File: src/rtl/iat_pkg.sv
`timescale 1ns / 1ps
// ----------------------------------------------------------------------------
// iat_pkg
// Shared types, codes and the keyword table of the indentation-aware
// tokenizer: token kinds, error codes, state codes and the control/status
// bundles between controller and datapath.
// ----------------------------------------------------------------------------
package iat_pkg;

	// default sizes
	localparam int MAX_TEXT_DEF     = 32;
	localparam int INDENT_DEPTH_DEF = 16;
	localparam int KW_LEN           = 6;

	localparam logic [30:0] FIRST_LINE_RESET = 31'd1;

	// token kinds
	localparam logic [5:0] K_IND    = 6'd0;
	localparam logic [5:0] K_DED    = 6'd1;
	localparam logic [5:0] K_NEWL   = 6'd2;
	localparam logic [5:0] K_INT    = 6'd3;
	localparam logic [5:0] K_VAR    = 6'd4;
	localparam logic [5:0] K_STRING = 6'd5;
	localparam logic [5:0] K_BOOL   = 6'd6;
	localparam logic [5:0] K_IF     = 6'd7;
	localparam logic [5:0] K_ELSE   = 6'd8;
	localparam logic [5:0] K_WHILE  = 6'd9;
	localparam logic [5:0] K_DEC    = 6'd10;
	localparam logic [5:0] K_FOR    = 6'd11;
	localparam logic [5:0] K_AND    = 6'd12;
	localparam logic [5:0] K_OR     = 6'd13;
	localparam logic [5:0] K_FUN    = 6'd14;
	localparam logic [5:0] K_RETURN = 6'd15;
	localparam logic [5:0] K_PLUS   = 6'd16;
	localparam logic [5:0] K_MINUS  = 6'd17;
	localparam logic [5:0] K_STAR   = 6'd18;
	localparam logic [5:0] K_SLASH  = 6'd19;
	localparam logic [5:0] K_LPAR   = 6'd20;
	localparam logic [5:0] K_RPAR   = 6'd21;
	localparam logic [5:0] K_ASSIGN = 6'd22;
	localparam logic [5:0] K_EQEQ   = 6'd23;
	localparam logic [5:0] K_NE     = 6'd24;
	localparam logic [5:0] K_GT     = 6'd25;
	localparam logic [5:0] K_GE     = 6'd26;
	localparam logic [5:0] K_LT     = 6'd27;
	localparam logic [5:0] K_LE     = 6'd28;
	localparam logic [5:0] K_SEMI   = 6'd29;
	localparam logic [5:0] K_COMMA  = 6'd30;
	localparam logic [5:0] K_TEXT   = 6'd31;
	localparam logic [5:0] K_ERROR  = 6'd32;

	// error codes
	localparam logic [3:0] ERR_NONE     = 4'd0;
	localparam logic [3:0] ERR_INDENT   = 4'd1;
	localparam logic [3:0] ERR_UNCLOSED = 4'd2;
	localparam logic [3:0] ERR_BANG     = 4'd3;
	localparam logic [3:0] ERR_AMP      = 4'd4;
	localparam logic [3:0] ERR_PIPE     = 4'd5;
	localparam logic [3:0] ERR_SYMBOL   = 4'd6;
	localparam logic [3:0] ERR_DEEP     = 4'd7;
	localparam logic [3:0] ERR_OVERFLOW = 4'd8;
	localparam logic [3:0] ERR_TOO_LONG = 4'd9;

	typedef enum logic [3:0] {
		M_IDLE, M_NUM, M_IDENT, M_STR, M_EQ, M_BANG, M_GT, M_LT, M_AMP, M_PIPE
	} scan_mode_t;

	typedef enum logic [3:0] {
		S_IDLE, S_START, S_IDED, S_CHAR, S_FIN, S_TEXT, S_FRESH, S_NEWL, S_EDED, S_DONE
	} ctrl_state_t;

	typedef enum logic [3:0] {
		E_IND, E_DED, E_ERR_INDENT, E_ERR_DEEP, E_CHAR, E_HEAD, E_TEXT, E_FRESH, E_NEWL
	} emit_sel_t;

	typedef enum logic [1:0] {CA_ABSORB, CA_EMIT, CA_CLOSE, CA_BREAK} char_act_t;

	typedef enum logic [1:0] {A_NEWL, A_FRESH, A_DONE} after_t;

	typedef struct packed {
		logic [5:0]  kind;
		logic [30:0] num;
		logic [7:0]  tch;
		logic [30:0] line;
		logic [15:0] col;
		logic [3:0]  err;
	} res_t;

	typedef struct packed {
		logic       accept;
		logic       lead_space;
		logic       line_inc;
		logic       push;
		logic       clr_als;
		logic       pop;
		logic       char_step;
		logic       fin_step;
		logic       fresh_step;
		logic       new_line;
		logic       line_reset;
		logic       text_next;
		logic       emit;
		emit_sel_t  sel;
		logic       flush;
	} iat_cmd_t;

	typedef struct packed {
		logic      halted;
		logic      eoi;
		logic      is_lf;
		logic      is_space;
		logic      als;
		logic      ls_nonzero;
		logic      ls_gt_top;
		logic      ls_lt_top;
		logic      top_ne_ls;
		logic      depth_full;
		logic      ded_more;
		logic      depth_gt1;
		char_act_t char_act;
		logic      fin_emits;
		logic      fin_text;
		logic      text_last;
		logic      fresh_emits;
		logic      res_err;
		logic      hold_v;
		logic      hold_ok;
	} iat_stat_t;

	typedef struct packed {
		logic       hit;
		logic [5:0] kind;
		logic       num;
	} kw_res_t;

	// keyword lookup, w holds the first six characters, first in the top byte
	function automatic kw_res_t kw_lookup(input logic [2:0] n, input logic [47:0] w);
		kw_res_t r;
		r = '0;
		if (n == 3'd2 && w[47:32] == "if") begin
			r = '{1'b1, K_IF, 1'b0};
		end else if (n == 3'd4 && w[47:16] == "else") begin
			r = '{1'b1, K_ELSE, 1'b0};
		end else if (n == 3'd5 && w[47:8] == "while") begin
			r = '{1'b1, K_WHILE, 1'b0};
		end else if (n == 3'd3 && w[47:24] == "dec") begin
			r = '{1'b1, K_DEC, 1'b0};
		end else if (n == 3'd3 && w[47:24] == "for") begin
			r = '{1'b1, K_FOR, 1'b0};
		end else if (n == 3'd3 && w[47:24] == "and") begin
			r = '{1'b1, K_AND, 1'b0};
		end else if (n == 3'd2 && w[47:32] == "or") begin
			r = '{1'b1, K_OR, 1'b0};
		end else if (n == 3'd4 && w[47:16] == "true") begin
			r = '{1'b1, K_BOOL, 1'b1};
		end else if (n == 3'd5 && w[47:8] == "false") begin
			r = '{1'b1, K_BOOL, 1'b0};
		end else if (n == 3'd3 && w[47:24] == "fun") begin
			r = '{1'b1, K_FUN, 1'b0};
		end else if (n == 3'd6 && w == "return") begin
			r = '{1'b1, K_RETURN, 1'b0};
		end
		return r;
	endfunction

endpackage

File: src/rtl/indentation_aware_tokenizer.sv
`timescale 1ns / 1ps
// ----------------------------------------------------------------------------
// indentation_aware_tokenizer
// Indentation-sensitive lexer: source bytes in, tokens out, with indent and
// dedent tokens from leading spaces and text characters after names and
// strings.
// ----------------------------------------------------------------------------
// Usage:
//   Input channel (in_valid/in_stall) takes one item: a source byte in
//   char_code, or end_of_input to close the text. Output channel
//   (out_valid/out_stall) gives zero or more result items per input item;
//   last_of_run marks the final one of that input.
//   cfg_write loads first_line_number (cfg_data) into the line counter;
//   write it only while the block is idle.
//   One item at a time, in sequencer phases: start and done for a leading
//   space or a blank line end, plus a char phase for a character that extends
//   a token, close and newline for a line end, char, close and fresh when one
//   token closes and the next starts; each dedent and text character adds a step.
//   Each result waits in the hold stage until the next result comes or the
//   item finishes, so the last one of an item shows up when it finishes.
//   Reset clears the line state, indent stack and queue; the line counter
//   returns to 1. A stalled receiver freezes the sequencer once both the
//   output register and the hold stage are full; input is stalled while an
//   item is in work. After an error result the block takes items and drops
//   them until reset.
// ----------------------------------------------------------------------------
module indentation_aware_tokenizer import iat_pkg::*; #(
	parameter int MAX_TEXT     = MAX_TEXT_DEF,
	parameter int INDENT_DEPTH = INDENT_DEPTH_DEF
) (
	input  logic        clk,
	input  logic        arst_n,
	input  logic        in_valid,
	output logic        in_stall,
	input  logic [7:0]  char_code,
	input  logic        end_of_input,
	output logic        out_valid,
	input  logic        out_stall,
	output logic [5:0]  token_kind,
	output logic [30:0] number_value,
	output logic [7:0]  text_char,
	output logic [30:0] line_number,
	output logic [15:0] column,
	output logic [3:0]  error_code,
	output logic        last_of_run,
	input  logic        cfg_write,
	input  logic [30:0] cfg_data
);

	iat_cmd_t  cmd;
	iat_stat_t stat;
	res_t      out_res;

	// sequencer
	iat_ctrl u_ctrl (
		.clk      (clk),
		.arst_n   (arst_n),
		.in_valid (in_valid),
		.in_stall (in_stall),
		.stat     (stat),
		.cmd      (cmd)
	);

	// datapath
	iat_dp #(
		.MAX_TEXT     (MAX_TEXT),
		.INDENT_DEPTH (INDENT_DEPTH)
	) u_dp (
		.clk          (clk),
		.arst_n       (arst_n),
		.char_code    (char_code),
		.end_of_input (end_of_input),
		.cfg_write    (cfg_write),
		.cfg_data     (cfg_data),
		.cmd          (cmd),
		.stat         (stat),
		.out_stall    (out_stall),
		.out_valid    (out_valid),
		.out_res      (out_res),
		.out_last     (last_of_run)
	);

	// result fields
	assign token_kind   = out_res.kind;
	assign number_value = out_res.num;
	assign text_char    = out_res.tch;
	assign line_number  = out_res.line;
	assign column       = out_res.col;
	assign error_code   = out_res.err;

endmodule

File: src/rtl/iat_ctrl.sv
`timescale 1ns / 1ps
// ----------------------------------------------------------------------------
// iat_ctrl
// Sequencer of the tokenizer: walks one source item through indent, scan,
// token, text, newline and dedent phases, one result per step at most.
// ----------------------------------------------------------------------------
module iat_ctrl import iat_pkg::*; (
	input  logic      clk,
	input  logic      arst_n,
	input  logic      in_valid,
	output logic      in_stall,
	input  iat_stat_t stat,
	output iat_cmd_t  cmd
);

	ctrl_state_t state_q, state_d;
	after_t      after_q, after_d;
	logic        emit_req;
	emit_sel_t   sel;
	logic        go;

	// state registers
	always_ff @(posedge clk or negedge arst_n) begin
		if (!arst_n) begin
			state_q <= S_IDLE;
			after_q <= A_DONE;
		end else begin
			state_q <= state_d;
			after_q <= after_d;
		end
	end

	// result request of the current phase
	always_comb begin
		emit_req = 1'b0;
		sel      = E_IND;
		unique case (state_q)
			S_START: begin
				if (!stat.eoi && !stat.is_lf && stat.als && !stat.is_space &&
				    stat.ls_gt_top) begin
					emit_req = 1'b1;
					sel      = stat.depth_full ? E_ERR_DEEP : E_IND;
				end
			end
			S_IDED: begin
				if (stat.ded_more) begin
					emit_req = 1'b1;
					sel      = E_DED;
				end else if (stat.top_ne_ls) begin
					emit_req = 1'b1;
					sel      = E_ERR_INDENT;
				end
			end
			S_CHAR: begin
				emit_req = (stat.char_act == CA_EMIT);
				sel      = E_CHAR;
			end
			S_FIN: begin
				emit_req = stat.fin_emits;
				sel      = E_HEAD;
			end
			S_TEXT: begin
				emit_req = 1'b1;
				sel      = E_TEXT;
			end
			S_FRESH: begin
				emit_req = stat.fresh_emits;
				sel      = E_FRESH;
			end
			S_NEWL: begin
				emit_req = 1'b1;
				sel      = E_NEWL;
			end
			S_EDED: begin
				emit_req = stat.depth_gt1;
				sel      = E_DED;
			end
			default: ;
		endcase
	end

	assign go       = !emit_req || stat.hold_ok;
	assign in_stall = (state_q != S_IDLE);

	// next state
	always_comb begin
		state_d = state_q;
		after_d = after_q;
		unique case (state_q)
			S_IDLE: begin
				if (in_valid && !stat.halted) state_d = S_START;
			end
			S_START: begin
				if (go) begin
					if (stat.eoi) begin
						if (stat.als) begin
							state_d = S_EDED;
						end else begin
							state_d = S_FIN;
							after_d = A_NEWL;
						end
					end else if (stat.is_lf) begin
						if (stat.als) begin
							state_d = S_DONE;
						end else begin
							state_d = S_FIN;
							after_d = A_NEWL;
						end
					end else if (stat.als && stat.is_space) begin
						state_d = S_DONE;
					end else if (stat.als && stat.ls_gt_top) begin
						state_d = stat.depth_full ? S_DONE : S_CHAR;
					end else if (stat.als && stat.ls_lt_top) begin
						state_d = S_IDED;
					end else begin
						state_d = S_CHAR;
					end
				end
			end
			S_IDED: begin
				if (go && !stat.ded_more) state_d = stat.top_ne_ls ? S_DONE : S_CHAR;
			end
			S_CHAR: begin
				if (go) begin
					unique case (stat.char_act)
						CA_CLOSE: begin
							state_d = S_FIN;
							after_d = A_DONE;
						end
						CA_BREAK: begin
							state_d = S_FIN;
							after_d = A_FRESH;
						end
						default: state_d = S_DONE;
					endcase
				end
			end
			S_FIN: begin
				if (go) begin
					if (emit_req && stat.res_err) begin
						state_d = S_DONE;
					end else if (stat.fin_text) begin
						state_d = S_TEXT;
					end else begin
						unique case (after_q)
							A_NEWL:  state_d = S_NEWL;
							A_FRESH: state_d = S_FRESH;
							default: state_d = S_DONE;
						endcase
					end
				end
			end
			S_TEXT: begin
				if (go && stat.text_last) begin
					unique case (after_q)
						A_NEWL:  state_d = S_NEWL;
						A_FRESH: state_d = S_FRESH;
						default: state_d = S_DONE;
					endcase
				end
			end
			S_FRESH: begin
				if (go) state_d = S_DONE;
			end
			S_NEWL: begin
				if (go) state_d = stat.eoi ? S_EDED : S_DONE;
			end
			S_EDED: begin
				if (go && !stat.depth_gt1) state_d = S_DONE;
			end
			S_DONE: begin
				if (stat.hold_ok) state_d = S_IDLE;
			end
			default: state_d = S_IDLE;
		endcase
	end

	// datapath commands
	always_comb begin
		cmd      = '0;
		cmd.sel  = sel;
		cmd.emit = emit_req && stat.hold_ok;
		unique case (state_q)
			S_IDLE: cmd.accept = in_valid;
			S_START: begin
				if (go) begin
					if (stat.eoi) begin
						cmd.line_inc = stat.als && stat.ls_nonzero;
					end else if (stat.is_lf) begin
						cmd.new_line = stat.als;
					end else if (stat.als && stat.is_space) begin
						cmd.lead_space = 1'b1;
					end else if (stat.als) begin
						cmd.clr_als = 1'b1;
						cmd.push    = stat.ls_gt_top && !stat.depth_full;
					end
				end
			end
			S_IDED:  cmd.pop        = go && stat.ded_more;
			S_CHAR:  cmd.char_step  = go;
			S_FIN:   cmd.fin_step   = go;
			S_TEXT:  cmd.text_next  = go;
			S_FRESH: cmd.fresh_step = go;
			S_NEWL:  cmd.new_line   = go;
			S_EDED: begin
				cmd.pop        = go && stat.depth_gt1;
				cmd.line_reset = !stat.depth_gt1;
			end
			S_DONE:  cmd.flush      = stat.hold_ok;
			default: ;
		endcase
	end

endmodule

File: src/rtl/iat_dp.sv
`timescale 1ns / 1ps
// ----------------------------------------------------------------------------
// iat_dp
// Tokenizer datapath: line and column counters, indent stack, scanner
// state, text buffer memory, result building and the two-stage result
// queue that marks the last result of each item.
// ----------------------------------------------------------------------------
module iat_dp import iat_pkg::*; #(
	parameter int MAX_TEXT     = MAX_TEXT_DEF,
	parameter int INDENT_DEPTH = INDENT_DEPTH_DEF
) (
	input  logic        clk,
	input  logic        arst_n,
	input  logic [7:0]  char_code,
	input  logic        end_of_input,
	input  logic        cfg_write,
	input  logic [30:0] cfg_data,
	input  iat_cmd_t    cmd,
	output iat_stat_t   stat,
	input  logic        out_stall,
	output logic        out_valid,
	output res_t        out_res,
	output logic        out_last
);

	localparam int TW = $clog2(MAX_TEXT);
	localparam int LW = $clog2(MAX_TEXT + 1);
	localparam int SW = $clog2(INDENT_DEPTH);
	localparam int DW = $clog2(INDENT_DEPTH + 1);

	function automatic logic [15:0] sat_inc(input logic [15:0] v);
		return (v == 16'hFFFF) ? v : v + 16'd1;
	endfunction

	// scanner and line state
	logic [7:0]    c_q;
	logic          eoi_q;
	logic [30:0]   line_q;
	logic [15:0]   ls_q;
	logic [15:0]   cc_q;
	logic          als_q;
	scan_mode_t    mode_q;
	logic [30:0]   acc_q;
	logic [LW-1:0] len_q;
	logic [15:0]   tsc_q;
	logic [15:0]   fin_col_q;
	logic          close_q;
	logic          halted_q;
	logic [DW-1:0] depth_q;
	logic [15:0]   stack_q [INDENT_DEPTH];
	logic [7:0]    kw_q [KW_LEN];
	logic [TW-1:0] idx_q;
	logic [7:0]    rd_q;
	logic [7:0]    text_mem [MAX_TEXT];

	// result queue
	res_t hold_q;
	logic hold_v_q;
	res_t out_q;
	logic out_v_q;
	logic out_last_q;

	// character classes
	logic is_digit, is_alpha, is_quote, is_space, is_lf;
	assign is_digit = (c_q >= "0") && (c_q <= "9");
	assign is_alpha = ((c_q >= "a") && (c_q <= "z")) || ((c_q >= "A") && (c_q <= "Z")) ||
	                  (c_q == "_");
	assign is_quote = (c_q == "\"");
	assign is_space = (c_q == " ");
	assign is_lf    = (c_q == 8'd10);

	// indent stack top
	logic [15:0] top;
	assign top = stack_q[SW'(depth_q - DW'(1))];

	// number accumulate
	logic [3:0]  digit;
	logic [34:0] acc_wide;
	logic        ovf;
	assign digit    = 4'(c_q - "0");
	assign acc_wide = ({4'b0, acc_q} << 3) + ({4'b0, acc_q} << 1) + 35'(digit);
	assign ovf      = |acc_wide[34:31];

	logic text_full;
	assign text_full = (len_q >= LW'(MAX_TEXT));

	// keyword match on the first characters
	logic [2:0]  kw_n;
	logic [47:0] kw_w;
	kw_res_t     kw;
	assign kw_n = (len_q <= LW'(KW_LEN)) ? len_q[2:0] : 3'd0;
	assign kw_w = {kw_q[0], kw_q[1], kw_q[2], kw_q[3], kw_q[4], kw_q[5]};
	assign kw   = kw_lookup(kw_n, kw_w);

	// continuing a token with the current character
	char_act_t  char_act;
	logic [5:0] ch_kind;
	logic [3:0] ch_err;
	logic       ch_pair;
	always_comb begin
		char_act = CA_BREAK;
		ch_kind  = K_ERROR;
		ch_err   = ERR_TOO_LONG;
		ch_pair  = 1'b0;
		case (mode_q)
			M_NUM: begin
				ch_err = ERR_OVERFLOW;
				if (is_digit) char_act = ovf ? CA_EMIT : CA_ABSORB;
			end
			M_IDENT: begin
				if (is_digit || is_alpha) char_act = text_full ? CA_EMIT : CA_ABSORB;
			end
			M_STR: begin
				if (is_quote) char_act = CA_CLOSE;
				else          char_act = text_full ? CA_EMIT : CA_ABSORB;
			end
			M_EQ:   ch_pair = (c_q == "=");
			M_BANG: ch_pair = (c_q == "=");
			M_GT:   ch_pair = (c_q == "=");
			M_LT:   ch_pair = (c_q == "=");
			M_AMP:  ch_pair = (c_q == "&");
			M_PIPE: ch_pair = (c_q == "|");
			default: ;
		endcase
		if (ch_pair) begin
			char_act = CA_EMIT;
			ch_err   = ERR_NONE;
			case (mode_q)
				M_EQ:    ch_kind = K_EQEQ;
				M_BANG:  ch_kind = K_NE;
				M_GT:    ch_kind = K_GE;
				M_LT:    ch_kind = K_LE;
				M_AMP:   ch_kind = K_AND;
				default: ch_kind = K_OR;
			endcase
		end
	end

	// closing the pending token
	logic [5:0]  head_kind;
	logic [30:0] head_num;
	logic [3:0]  head_err;
	logic [15:0] head_col;
	always_comb begin
		head_kind = K_ERROR;
		head_num  = '0;
		head_err  = ERR_NONE;
		head_col  = tsc_q;
		if (close_q) begin
			head_kind = K_STRING;
			head_col  = fin_col_q;
		end else begin
			case (mode_q)
				M_NUM: begin
					head_kind = K_INT;
					head_num  = acc_q;
					head_col  = fin_col_q;
				end
				M_IDENT: begin
					head_kind = kw.hit ? kw.kind : K_VAR;
					head_num  = {30'd0, kw.num};
				end
				M_STR:   head_err  = ERR_UNCLOSED;
				M_EQ:    head_kind = K_ASSIGN;
				M_GT:    head_kind = K_GT;
				M_LT:    head_kind = K_LT;
				M_BANG:  head_err  = ERR_BANG;
				M_AMP:   head_err  = ERR_AMP;
				M_PIPE:  head_err  = ERR_PIPE;
				default: ;
			endcase
		end
	end

	// starting a token
	logic [5:0] fr_kind;
	logic [3:0] fr_err;
	logic       fr_emit;
	scan_mode_t fr_mode;
	always_comb begin
		fr_kind = K_ERROR;
		fr_err  = ERR_NONE;
		fr_emit = 1'b0;
		fr_mode = M_IDLE;
		if (is_digit) begin
			fr_mode = M_NUM;
		end else if (is_alpha) begin
			fr_mode = M_IDENT;
		end else begin
			case (c_q)
				"\"": fr_mode = M_STR;
				" ":  ;
				"=":  fr_mode = M_EQ;
				"!":  fr_mode = M_BANG;
				">":  fr_mode = M_GT;
				"<":  fr_mode = M_LT;
				"&":  fr_mode = M_AMP;
				"|":  fr_mode = M_PIPE;
				"+": begin fr_emit = 1'b1; fr_kind = K_PLUS;  end
				"-": begin fr_emit = 1'b1; fr_kind = K_MINUS; end
				"*": begin fr_emit = 1'b1; fr_kind = K_STAR;  end
				"/": begin fr_emit = 1'b1; fr_kind = K_SLASH; end
				"(": begin fr_emit = 1'b1; fr_kind = K_LPAR;  end
				")": begin fr_emit = 1'b1; fr_kind = K_RPAR;  end
				";": begin fr_emit = 1'b1; fr_kind = K_SEMI;  end
				",": begin fr_emit = 1'b1; fr_kind = K_COMMA; end
				default: begin
					fr_emit = 1'b1;
					fr_err  = ERR_SYMBOL;
				end
			endcase
		end
	end

	logic [15:0] text_col;
	assign text_col = close_q ? fin_col_q : tsc_q;

	// result selection
	res_t res;
	always_comb begin
		res      = '0;
		res.line = line_q;
		res.kind = K_ERROR;
		unique case (cmd.sel)
			E_IND: begin
				res.kind = K_IND;
				res.col  = 16'd1;
			end
			E_DED: begin
				res.kind = K_DED;
				res.col  = 16'd1;
			end
			E_ERR_INDENT: begin
				res.err = ERR_INDENT;
				res.col = 16'd1;
			end
			E_ERR_DEEP: begin
				res.err = ERR_DEEP;
				res.col = 16'd1;
			end
			E_CHAR: begin
				res.kind = ch_kind;
				res.err  = ch_err;
				res.col  = tsc_q;
			end
			E_HEAD: begin
				res.kind = head_kind;
				res.num  = head_num;
				res.err  = head_err;
				res.col  = head_col;
			end
			E_TEXT: begin
				res.kind = K_TEXT;
				res.tch  = rd_q;
				res.col  = text_col;
			end
			E_FRESH: begin
				res.kind = fr_kind;
				res.err  = fr_err;
				res.col  = cc_q;
			end
			E_NEWL: begin
				res.kind = K_NEWL;
				res.col  = sat_inc(cc_q);
			end
			default: ;
		endcase
	end

	// result queue control
	logic out_free, hold_ok, move;
	assign out_free = !out_v_q || !out_stall;
	assign hold_ok  = !hold_v_q || out_free;
	assign move     = (cmd.emit || cmd.flush) && hold_v_q;

	// status to the controller
	always_comb begin
		stat             = '0;
		stat.halted      = halted_q;
		stat.eoi         = eoi_q;
		stat.is_lf       = is_lf;
		stat.is_space    = is_space;
		stat.als         = als_q;
		stat.ls_nonzero  = (ls_q != 16'd0);
		stat.ls_gt_top   = (ls_q > top);
		stat.ls_lt_top   = (ls_q < top);
		stat.top_ne_ls   = (ls_q != top);
		stat.depth_full  = (depth_q >= DW'(INDENT_DEPTH));
		stat.depth_gt1   = (depth_q > DW'(1));
		stat.ded_more    = (depth_q > DW'(1)) && (top > ls_q);
		stat.char_act    = char_act;
		stat.fin_emits   = close_q || (mode_q != M_IDLE);
		stat.fin_text    = (close_q || ((mode_q == M_IDENT) && !kw.hit)) &&
		                   (len_q != '0);
		stat.text_last   = (LW'(idx_q) + LW'(1)) == len_q;
		stat.fresh_emits = fr_emit;
		stat.res_err     = (res.kind == K_ERROR);
		stat.hold_v      = hold_v_q;
		stat.hold_ok     = hold_ok;
	end

	// text buffer write
	logic          mem_we;
	logic [TW-1:0] mem_wa;
	logic [TW-1:0] rd_addr;
	assign mem_we  = (cmd.char_step && (char_act == CA_ABSORB) &&
	                  ((mode_q == M_IDENT) || (mode_q == M_STR))) ||
	                 (cmd.fresh_step && is_alpha && !is_digit);
	assign mem_wa  = cmd.fresh_step ? '0 : len_q[TW-1:0];
	assign rd_addr = cmd.text_next ? idx_q + TW'(1) : idx_q;

	always_ff @(posedge clk) begin
		if (mem_we) text_mem[mem_wa] <= c_q;
		rd_q <= text_mem[rd_addr];
	end

	// keyword window and item latch
	always_ff @(posedge clk) begin
		if (mem_we && (cmd.fresh_step || (len_q < LW'(KW_LEN)))) begin
			kw_q[cmd.fresh_step ? 3'd0 : len_q[2:0]] <= c_q;
		end
		if (cmd.accept) begin
			c_q   <= char_code;
			eoi_q <= end_of_input;
		end
	end

	// indent stack
	always_ff @(posedge clk or negedge arst_n) begin
		if (!arst_n) begin
			for (int i = 0; i < INDENT_DEPTH; i++) stack_q[i] <= 16'd0;
			depth_q <= DW'(1);
		end else if (cmd.push) begin
			stack_q[SW'(depth_q)] <= ls_q;
			depth_q <= depth_q + DW'(1);
		end else if (cmd.pop) begin
			depth_q <= depth_q - DW'(1);
		end
	end

	// line, column and scanner state
	always_ff @(posedge clk or negedge arst_n) begin
		if (!arst_n) begin
			line_q    <= FIRST_LINE_RESET;
			ls_q      <= 16'd0;
			cc_q      <= 16'd0;
			als_q     <= 1'b1;
			mode_q    <= M_IDLE;
			acc_q     <= '0;
			len_q     <= '0;
			tsc_q     <= 16'd0;
			fin_col_q <= 16'd0;
			close_q   <= 1'b0;
			halted_q  <= 1'b0;
			idx_q     <= '0;
		end else begin
			if (cfg_write) begin
				line_q <= cfg_data;
			end else if (cmd.new_line || cmd.line_inc) begin
				line_q <= line_q + 31'd1;
			end
			if (cmd.emit && stat.res_err) halted_q <= 1'b1;
			if (cmd.accept) begin
				close_q   <= 1'b0;
				idx_q     <= '0;
				fin_col_q <= cc_q;
			end
			if (cmd.text_next) idx_q <= idx_q + TW'(1);
			if (cmd.lead_space) begin
				ls_q <= sat_inc(ls_q);
				cc_q <= sat_inc(cc_q);
			end
			if (cmd.clr_als) als_q <= 1'b0;
			if (cmd.new_line || cmd.line_reset) begin
				ls_q   <= 16'd0;
				cc_q   <= 16'd0;
				als_q  <= 1'b1;
				mode_q <= M_IDLE;
			end
			if (cmd.char_step) begin
				cc_q      <= sat_inc(cc_q);
				fin_col_q <= cc_q;
				case (char_act)
					CA_ABSORB: begin
						if (mode_q == M_NUM) acc_q <= acc_wide[30:0];
						else                 len_q <= len_q + LW'(1);
					end
					CA_EMIT: begin
						if (ch_pair) mode_q <= M_IDLE;
					end
					CA_CLOSE: begin
						close_q <= 1'b1;
						mode_q  <= M_IDLE;
					end
					default: ;
				endcase
			end
			if (cmd.fin_step) mode_q <= M_IDLE;
			if (cmd.fresh_step) begin
				tsc_q  <= cc_q;
				mode_q <= fr_mode;
				if (is_digit) acc_q <= {27'd0, digit};
				if (is_alpha) len_q <= LW'(1);
				if (is_quote) len_q <= '0;
			end
		end
	end

	// result queue: hold stage then output register
	always_ff @(posedge clk or negedge arst_n) begin
		if (!arst_n) begin
			hold_v_q <= 1'b0;
			out_v_q  <= 1'b0;
		end else begin
			if (cmd.emit)       hold_v_q <= 1'b1;
			else if (cmd.flush) hold_v_q <= 1'b0;
			if (move)           out_v_q  <= 1'b1;
			else if (out_free)  out_v_q  <= 1'b0;
		end
	end

	always_ff @(posedge clk) begin
		if (cmd.emit) hold_q <= res;
		if (move) begin
			out_q      <= hold_q;
			out_last_q <= cmd.flush;
		end
	end

	assign out_valid = out_v_q;
	assign out_res   = out_q;
	assign out_last  = out_last_q;

endmodule

File: config.mk
export PLATFORM = sky130hd
export DESIGN_NAME = indentation_aware_tokenizer
export DESIGN_NICKNAME = d
export VERILOG_FILES = /design/src/rtl/iat_pkg.sv /design/src/rtl/indentation_aware_tokenizer.sv /design/src/rtl/iat_ctrl.sv /design/src/rtl/iat_dp.sv
export SDC_FILE = /design/constraint.sdc
export NUM_CORES = 1
export LEC_CHECK = 0
export ABC_AREA = 1
export BUFFER_PORTS_ARGS = -buffer_cell sky130_fd_sc_hd__buf_4
export CAP_MARGIN = 15
export CORE_MARGIN = 2
export CORE_UTILIZATION = 54
export CTS_CLUSTER_DIAMETER = 80
export CTS_CLUSTER_SIZE = 24
export DETAILED_ROUTE_END_ITERATION = 8
export PLACE_DENSITY_LB_ADDON = 0.3
export SLEW_MARGIN = 10
export SYNTH_ARGS = -nofsm -noshare
export SYNTH_HDL_FRONTEND = slang
export SYNTH_SLANG_ARGS = --single-unit
File: constraint.sdc
create_clock -name clk -period 9.1 [get_ports clk]
set_input_delay 1.82 -clock clk [delete_from_list [all_inputs] [get_ports clk]]
set_output_delay 1.82 -clock clk [all_outputs]
set_load 0.02 [all_outputs]
Yosys cells after proc, flatten, opt, wreduce, memory -nomap -nowiden
Memories as Yosys holds them, arrays and structs flattened. A register that Yosys moved wholly into a read port is not among the register bits.
Index checks and enable logic that the tools add are counted.
Widths: inputs -> output; s select.
{ "word_totals": {"output_inout_bits": 99, "ram_bits": 304, "inputBits": 45, "mem_count": 2, "regBits": 615} }
{ "mem_list": {"columns": ["name", "words", "width", "read_ports", "rd_ports_with_merged_regs", "write_ports", "line", "text"], "rows": [
  ["u_dp.text_mem", 32, 8, 1, 1, 1, "iat_dp.sv:54", "logic [7:0] text_mem [MAX_TEXT];"],
  ["u_dp.kw_q", 6, 8, 6, 0, 1, "iat_dp.sv:51", "logic [7:0] kw_q [KW_LEN];"]
]} }
{ "classes": {"eq_ne": 82, "n_addsub": 11, "n_reduce_logical": 98, "bitwise_logic": 3, "n_lt_le_gt_ge": 17, "n_mux": 165} }
{ "ops": {"columns": ["cell", "n"], "rows": [
  ["$bwmux 256", 1],
  ["$mux 16", 15],
  ["$mux 31", 7],
  ["$mux 4", 36],
  ["$eq 8x6->1 const B", 15],
  ["$eq 24x23->1 const B", 4],
  ["$pmux 16 s6", 1],
  ["$mux 8", 11],
  ["$eq 40x39->1 const B", 2],
  ["$mux 6", 11],
  ["$bmux 16 s4", 1],
  ["$demux 16 s4", 1],
  ["$eq 32x31->1 const B", 2],
  ["$pmux 31 s2", 1],
  ["$eq 4x3->1 const B", 12],
  ["$eq 48x47->1 const B", 1],
  ["$pmux 6 s8", 1],
  ["$logic_and 1x1->1", 42],
  ["$pmux 6 s7", 1],
  ["$pmux 4 s10", 1],
  ["$mux 1", 38],
  ["$add 34x32->35", 1],
  ["$add 35x4->35", 1],
  ["$add 16x1->16 const B", 2],
  ["68 further kinds", 168]
]} }

Depth between registers and ports, before layout
Gate-level depths: netlist of the first run.
{ "logic_depth": {"word_depth": 24, "mapped_depth": 39} }

Cells and area by module
Synthesis of the first run repeated with hierarchy kept, for this count alone.
{ "hier_totals": {"hier_cells": 4671, "area_unflattened_um2": 44473.9} }
{ "by_module_without_submodules": {"columns": ["mod", "area_per_inst_um2", "n_inst", "seq_area_each_um2", "cells_per_inst"], "rows": [
  ["iat_dp", 43609.3, 1, 25543.2, 4508],
  ["iat_ctrl", 864.6, 1, 151.4, 163]
]} }

Least setup slack after synthesis of the first run
OpenSTA, ideal clock, no wires.
{ "synth_timing": {"path_kind": "reg-to-reg", "start": "register u_dp.depth_q[0]", "end": "register u_dp.out_last_q (netlist: u_dp.out_last), enable pin", "path_buffers": 5, "path_slack_ns": -0.099, "setup_ns": 0.586, "path_stages_with_launch": 25, "period_less_slack_ns": 9.199, "arrival_ns": 8.613, "cell_sequence": "dfstp_2 -> inv_1 -> clkbuf_1 -> clkbuf_1 -> clkbuf_1 -> ha_1 -> inv_1 -> clkbuf_1 -> clkbuf_1 -> o21ai_0 -> o221ai_1 -> o211ai_1 -> nand2_1 -> inv_1 -> ha_1 -> nand2_1 -> nor2_1 -> nand4_1 -> inv_1 -> nand2_1 -> nand2_1 -> nand3_2 -> nand4_2 -> nand2_1 -> a21oi_1"} }
{ "synth_between": {"elab_chain_cells": 12, "word_cells_on_any_way": 18} }
{ "synth_lines": {"columns": ["item", "line", "text"], "rows": [
  ["start, declared", "iat_dp.sv:49", "logic [DW-1:0] depth_q;"],
  ["start signal, assigned", "iat_dp.sv:335", "depth_q <= depth_q + DW'(1);"],
  ["start signal, assigned", "iat_dp.sv:337", "depth_q <= depth_q - DW'(1);"],
  ["$sub 5x1->5", "iat_dp.sv:74", "assign top = stack_q[SW'(depth_q - DW'(1))];"],
  ["$not 4->5 (not written as such)", "iat_dp.sv:74", null],
  ["$bmux 16 s4", "iat_dp.sv:74", null],
  ["$mux 16 (not written as such) (2 in a row)", "iat_dp.sv:74", null],
  ["$gt 16x16->1, or another cell as far along", "iat_dp.sv:290", "stat.ded_more = (depth_q > DW'(1)) && (top > ls_q);"],
  ["$logic_and 1x1->1, or another cell as far along", "iat_dp.sv:290", null],
  ["$mux 1, on equally long branches", "iat_ctrl.sv:46, iat_ctrl.sv:39", null],
  ["$pmux 1 s7 *", "iat_ctrl.sv:37", "unique case (state_q)"],
  ["$logic_and 1x1->1 *", "iat_ctrl.sv:182", "cmd.emit = emit_req && stat.hold_ok;"],
  ["$logic_or 1x1->1 *", "iat_dp.sv:274", "assign move = (cmd.emit || cmd.flush) && hold_v_q;"],
  ["$logic_and 1x1->1 *", "iat_dp.sv:274", null],
  ["named net u_dp.move", "iat_dp.sv:271", "logic out_free, hold_ok, move;"],
  ["end signal, assigned", "iat_dp.sv:426", "out_last_q <= cmd.flush;"],
  ["end, declared", "iat_dp.sv:61", "logic out_last_q;"]
]} }
The timed path passes the listed nets; every way through them passes the cells marked *. The select of a mux whose other input is x is not followed.
A chain may end at the register's enable or synchronous reset.

Worst setup path after layout of the first run
{ "layout_timing": {"start": "register u_dp.depth_q[0]", "end": "register u_dp.rd_q[6], read port of u_dp.text_mem"} }
{ "layout_between": {"elab_chain_cells": 13, "word_cells_on_any_way": 19} }
{ "layout_lines": {"columns": ["item", "line", "text"], "rows": [
  ["$sub 5x1->5", "iat_dp.sv:74", null],
  ["$not 4->5 (not written as such)", "iat_dp.sv:74", null],
  ["$bmux 16 s4", "iat_dp.sv:74", null],
  ["$mux 16 (not written as such) (2 in a row)", "iat_dp.sv:74", null],
  ["$gt 16x16->1, or another cell as far along", "iat_dp.sv:290", null],
  ["$logic_and 1x1->1, or another cell as far along", "iat_dp.sv:290", null],
  ["$mux 1, on equally long branches", "iat_ctrl.sv:46, iat_ctrl.sv:39", null],
  ["$pmux 1 s7 *", "iat_ctrl.sv:37", null],
  ["$logic_not 1->1 *", "iat_ctrl.sv:82", "assign go = !emit_req || stat.hold_ok;"],
  ["$logic_or 1x1->1 *", "iat_ctrl.sv:82", null],
  ["$mux 1 *", "iat_ctrl.sv:183", "unique case (state_q)"],
  ["$mux 5 *", "iat_dp.sv:310", "assign rd_addr = cmd.text_next ? idx_q + TW'(1) : idx_q;"],
  ["end, declared", "iat_dp.sv:53", "logic [7:0] rd_q;"]
]} }
Mark *: on every way between the ends. The rest lies on a longest branch, timed or not. The select of a mux whose other input is x is not followed.

==> reports/metrics.yaml, run 1 <==
critical_path:
  reg2reg_to: "u_dp.rd_q[6]"
  path_class: "reg2reg"
  cp.arrival_ns: 8.20
  setup.worst_path.end: "u_dp.rd_q[6]"
  crit_required_ns: 9.65
  end_kind: "flop"
  rr_startpoint: "u_dp.depth_q[0]"
  reg2regPathDepth: 27
  reg2reg_setup_slack_ns: 1.45
  crit_start: "u_dp.depth_q[0]"
  startpoint_type: "flop"
  crit_fanout: 64
routing:
  firstDrtPassIters: 6
  post_drt_wl_per_cell_um: 20.44
  wl_um: 110400
  vias: 31960
  drt_iter0_drc: 3449
  drtAntennaViolNets: 0
  viasPerCell: 5.915
  drc_errors: 0
cells_and_area:
  nets: 4458
  fin_area_um2: 46570
  drive_gt1_frac: 0.07627
  area_growth_syn_to_layout_pct: 8.323
  utilization: 0.5905
global_routing:
  grt_pass1_wl_um: 173700
  gr-usage-met2: 0.4310
  busiest_layer: "met2"
  track_usage: 0.2679
  gr-usage-met3: 0.03188
  first_global_vias: 30770
  grt_max_degree: 111
  antenna_found_initial: 2
  overflow: 0
  gr-usage-met1: 0.3804
pwr:
  power_mw: 7.076
  ir_drop_mv: 0.1575
  leakagePower_nw: 19.68
  power.density_nw_per_um2: 151.9
clocking:
  clkTransAtPathRegs_ns: 0.10
  clockBufferDepth: 3
  ctsResizeCount: 0
  clock_latency_ns: 0.65
  cts_made_buffers: 48
  cts_tree: "yes"
  cts_sinks: 927
  cts_setup_buffers: 0
  ctsHoldBuffers: 0
  cts-htree-levels: 2
  cts_root_buf: "clkbuf_16"
sta:
  fin_worst_skew_ns: 0.03916
  rsz0062_at_grt: "false"
  setup_violations: 0
  period_needed_ns: 7.647
  setup_tns_ns: 0
  finalHoldViolCount: 0
  slew_violations: 0
  max_clock_freq_mhz: 130.8
  fin_crit_sh: 0.8403
  tightestPinTransition_ns: 1.180
  whs_ns: 0.4244
  relSlewSlack: 0.2062
synthesis:
  synth-main-ff-cell: "edfxtp_1"
  synth_top_cells_by_area: "edfxtp_1 35%, dfrtp_1 24%, nand2_1 7.4%"
  synth_commonest_cells: "844 x nand2_1, 506 x edfxtp_1, 439 x o21ai_0"
  syn_area_per_cell_um2: 10.02
  synth.distinct_cells: 67
  yosysTopAreaCell: "edfxtp_1"
  ys_ff_latch: 927
  syn_inst: 4289
  synth_top_cell_area_share: 0.3534
  synth.most_common_cell: "nand2_1"
  synth_fp_nets: 4431
  synth.yosys.seq_area_share: 0.5977
  synth.cell_area_um2: 42990
  yosysWarnings: 0
  synthArstFlopShare: 0.4455
  synth_edf_count: 506
worst_hold_path:
  hp-class: "reg2reg"
place:
  hpwl_um: 71530
  gp_congestion: 0.9451
  placed_area_um2: 44940
  numPortBuffers: 143
die:
  dieArea_um2: 81890
  fp-row-count: 103
  die_y_um: 286.2
  die_w_um: 286.2
  core_um2: 78870
  start_util: 0.5451
  io_pins: 144
status:
  outcome: "complete, no violations"
flow_run:
  max_cap_viol_count: 0
[stage by stage]
step,cells,setup slack [ns]
floorplan,4289,1.908
global placement,5310,1.778
detailed placement,5310,1.578
CTS,5397,1.553
global route,5403,1.041
finish,5404,1.453
[kinds of logic (layout without fill, tap and decap cells)]
kind of cell	Yosys count	after routing	share of synthesized area
flops	927	927	0.5977
simple gates	1668	1668	0.1643
fa+ha+maj	97	97	0.02858
mux	128	128	0.02980
compound gates	855	855	0.1154
xor+xnor	77	77	0.01569
buf+inv	537	601	0.04854
other cells	0	1	0
[cell usage in the layout (no fill, tap or decap), types with 8 or more instances in the layout]
cell type | Yosys | final
nor2_2 | 8 | 8
a31oi_1 | 21 | 21
nor3_1 | 85 | 84
dfxtp_1 | 8 | 8
mux2i_1 | 128 | 128
o21ai_0 | 439 | 439
o2111ai_1 | 15 | 15
inv_2 | 15 | 15
clkbuf_1 | 173 | 24
o22ai_1 | 52 | 52
inv_1 | 294 | 291
o21ai_1 | 71 | 71
nand2_1 | 844 | 843
o211ai_1 | 49 | 49
edfxtp_1 | 506 | 506
o31ai_1 | 9 | 9
buf_4 | 5 | 186
o221ai_1 | 30 | 30
nand4_1 | 41 | 41
dfrtp_1 | 409 | 409
nand3_1 | 280 | 279
xor2_1 | 60 | 59
clkinv_1 | 8 | 9
nor4_1 | 24 | 24
clkbuf_16 | 0 | 49
ha_1 | 95 | 93
xnor2_1 | 17 | 17
nor2_1 | 353 | 353
a21oi_1 | 101 | 100
a22oi_1 | 10 | 10
nand2_2 | 9 | 10
[routing by layer]
layer / routed length, um / share of wire / up-vias
met5: 13 / 0.00012 / -
met3: 7457 / 0.068 / 224
li1: - / - / 14950
met2: 52380 / 0.47 / 1236
met1: 47090 / 0.43 / 15560
met4: 3498 / 0.032 / 2
[sequential cells by signal (all words and copies together) (netlist names), 6 cells and up]
signal,cells
u_dp.line_q,31
u_dp.len_q,6
u_dp.cc_q,16
u_dp.out_res,96
u_dp.kw_q,48
u_dp.hold_q,96
u_dp.text_mem,256
u_dp.stack_q,256
u_dp.tsc_q,16
u_dp.rd_q,8
u_dp.c_q,8
u_dp.fin_col_q,16
u_dp.acc_q,31
u_dp.ls_q,16
[worst min path at each step]
stage | from | endpoint | slack [ns] | cells past startpoint
after floorplan | u_dp.hold_q[0] | u_dp.out_res[0] | 0.40 | 0
after global placement | u_dp.hold_q[27] | u_dp.out_res[27] | 0.40 | 0
after detailed placement | u_dp.hold_q[19] | u_dp.out_res[19] | 0.40 | 0
after CTS | u_dp.hold_q[84] | u_dp.out_res[84] | 0.43 | 0
after global routing | u_dp.hold_q[51] | u_dp.out_res[51] | 0.43 | 0
final | u_dp.hold_q[37] | u_dp.out_res[37] | 0.42 | 0
[final cells by class]
| class | instances | area (um^2) |
|---|---|---|
| Antenna cell | 1 | 2.502 |
| Fill cell | 6644 | 32300 |
| Timing Repair Buffer | 196 | 1589 |
| Tap cell | 1050 | 1314 |
| Multi-Input combinational cell | 2825 | 15270 |
| Clock buffer | 74 | 1330 |
| Clock inverter | 13 | 168.9 |
| Sequential cell | 927 | 25700 |
| Inverter | 318 | 1200 |
[power breakdown]
group          internal (mW)  switching [mW]
Sequential              4.44          0.0226
Clock                   1.05            1.38
Combinational         0.0504           0.132
Total                   5.54            1.54
[worst max-delay path, stage by stage (launching register included)]
cell and delay [ns]:
dfstp_4 1.03, clkinv_2 0.19, ha_1 0.32, xor2_4 0.70, buf_12 0.31, a21oi_1 0.07, a221oi_1 0.60, or2_2 0.22
inv_1 0.04, ha_1 0.26, nand2_1 0.05, nor2_1 0.13, nand2_1 0.07, nor2_1 0.34, nor2_1 0.13, nor2_1 0.15
nand4_2 0.15, nand2_2 0.31, nand2_2 0.26, inv_1 0.16, ha_4 0.67, buf_12 0.46, mux2i_1 0.27, nand2_1 0.08
nand3_1 0.14, nand3_1 0.13, nand3_1 0.13, nand2_1 0.05
Power figures use the tool's default switching activity.
==> run 2: changes to the inputs <==
- clock period: 9.1 -> 6.5 ns (I/O delays scaled with it)
==> reports/metrics.yaml, run 2 (synthesized netlist as in run 1, its figures left out) <==
worst_hold_path:
  worst_hold_startpoint: "u_dp.hold_q[90]"
  hp-class: "reg2reg"
  min_path_cells: 0
  whs_endpoint: "u_dp.out_res[90]"
sta:
  fin_crit_sh: 0.9111
  tightestPinTransition_ns: 1.084
  rsz0062_at_grt: "false"
  finalHoldViolCount: 0
  slew_violations: 0
  setup_tns_ns: 0
  period_needed_ns: 5.922
  fin_worst_skew_ns: 0.03873
  relSlewSlack: 0.2759
  max_clock_freq_mhz: 168.9
  setup_violations: 0
die:
  die_w_um: 286.2
  die_y_um: 286.2
  start_util: 0.5451
  io_pins: 144
  core_um2: 78870
  fp-row-count: 103
  dieArea_um2: 81890
critical_path:
  cpMostUsedCell: "nand2_1"
  crit_required_ns: 6.84
  end_kind: "flop"
  rr_startpoint: "u_dp.acc_q[0]"
  cp.arrival_ns: 6.26
  startpoint_type: "flop"
  path_class: "reg2reg"
  crit_path_top_delay_cell: "fa_1"
  crit_fanout: 7
  reg2regPathDepth: 32
  reg2reg_setup_slack_ns: 0.58
  reg2reg_to: "u_dp.text_mem[30][3]"
  slowest_delay_ns: 0.53
clocking:
  cts_made_buffers: 47
  clock_latency_ns: 0.66
  ctsHoldBuffers: 0
  cts-htree-levels: 2
  cts_tree: "yes"
  cts_sinks: 927
  clkTransAtPathRegs_ns: 0.09
  cts_root_buf: "clkbuf_16"
  clockBufferDepth: 3
routing:
  m1WireLength_um: 47870
  met3_length_um: 7178
  firstDrtPassIters: 6
  post_drt_wl_per_cell_um: 20.29
  drt_iter0_drc: 3418
  wl_um: 110600
  vias: 32060
  viasPerCell: 5.883
  route.met2.wl_um: 52630
  drtAntennaViolNets: 0
  routed.top_layer: "met5"
  drc_errors: 0
place:
  gp_congestion: 0.9450
  numPortBuffers: 143
  hpwl_um: 71910
pwr:
  leakagePower_nw: 19.92
  ir_drop_mv: 0.2073
  power.density_nw_per_um2: 210.3
global_routing:
  overflow: 0
  grt_max_degree: 162
  grt_pass1_wl_um: 173100
  first_global_vias: 30330
  antenna_found_initial: 3
  track_usage: 0.2679
cells_and_area:
  layout_commonest_cell: "nand2_1"
  utilization: 0.5949
  final_cell_mix: "844 x nand2_1, 506 x edfxtp_1, 438 x o21ai_0"
  reg_top3: "u_dp.stack_q (256), u_dp.text_mem (256)"
  nets: 4506
  area_growth_syn_to_layout_pct: 9.141
  drive_gt1_frac: 0.08820
status:
  outcome: "complete, no violations"
flow_run:
  max_cap_viol_count: 0
-- run 2: changes by cell type in the layout (fill, tap and decap cells not counted), sizes merged --
cell / before / now
buf: 196 / 245
clkbuf: 74 / 70
inv: 314 / 317
clkinv: 16 / 14
bufinv: 0 / 1
clkinvlp: 1 / 0
-- run 2: where the power goes --
part,switching [mW],internal [mW]
registers,0.0355,6.21
clock network,1.90,1.47
logic,0.183,0.0719
total,2.12,7.75
-- run 2: critical path, delay by kind of cell, from the launching register on --
family / cells / cell delay, ns
AO/OA/AOI/OAI: 5 / 1.10
adder cells (fa/ha/maj): 3 / 1.23
AND/OR/NAND/NOR: 19 / 2.45
buffers and inverters: 5 / 0.48
flip-flops: 1 / 0.38
-- run 2: metrics by stage --
step / hold WS [ns] / worst slack, ns / std cells / total power, mW / area, um^2
2_1_floorplan: 0.4003 / 0.1686 / 4289 / 6.480 / 43000
3_3_place_gp: 0.4003 / 0.5205 / 5359 / 6.625 / 45400
3_5_place_dp: 0.4045 / 0.3592 / 5359 / 6.629 / 45400
4_1_cts: 0.4212 / 0.3440 / 5443 / 9.937 / 46840
5_1_grt: 0.4308 / 0.01373 / 5449 / 10.17 / 46920
6_report: 0.4245 / 0.5779 / 5450 / 9.868 / 46920
-- run 2: per-layer routing --
| metal | vias up | track usage |
|---|---|---|
| li1 | 15040 | - |
| met3 | 170 | 0.02671 |
| met1 | 15600 | 0.3849 |
| met2 | 1254 | 0.4383 |
| met5 | - | 0 |
| met4 | 2 | 0.07395 |
-- run 2: what timing repair did --
action | CTS | global route
resized for setup | 0 | 11
buffers inserted | 0 | 6
setup endpoints to repair | 0 | 180
-- run 2: cell type report --
class | instances | area, um^2
Sequential cell | 927 | 25700
Clock inverter | 14 | 151.4
Multi-Input combinational cell | 2825 | 15280
Clock buffer | 70 | 1294
Inverter | 318 | 1200
Antenna cell | 1 | 2.502
Tap cell | 1050 | 1314
Fill cell | 6682 | 31950
Timing Repair Buffer | 245 | 1979
-- run 2: worst max-delay path by stage --
stage	slack [ns]	to	start
floorplan	0.17	u_dp.rd_q[4]	u_dp.c_q[3]
global placement	0.52	u_dp.text_mem[13][6]	u_dp.acc_q[0]
detailed placement	0.36	u_dp.text_mem[29][5]	u_dp.acc_q[0]
CTS	0.34	u_dp.text_mem[29][0]	u_dp.acc_q[0]
global route	0.01	u_dp.text_mem[9][3]	u_dp.acc_q[0]
finish	0.58	u_dp.text_mem[30][3]	u_dp.acc_q[0]
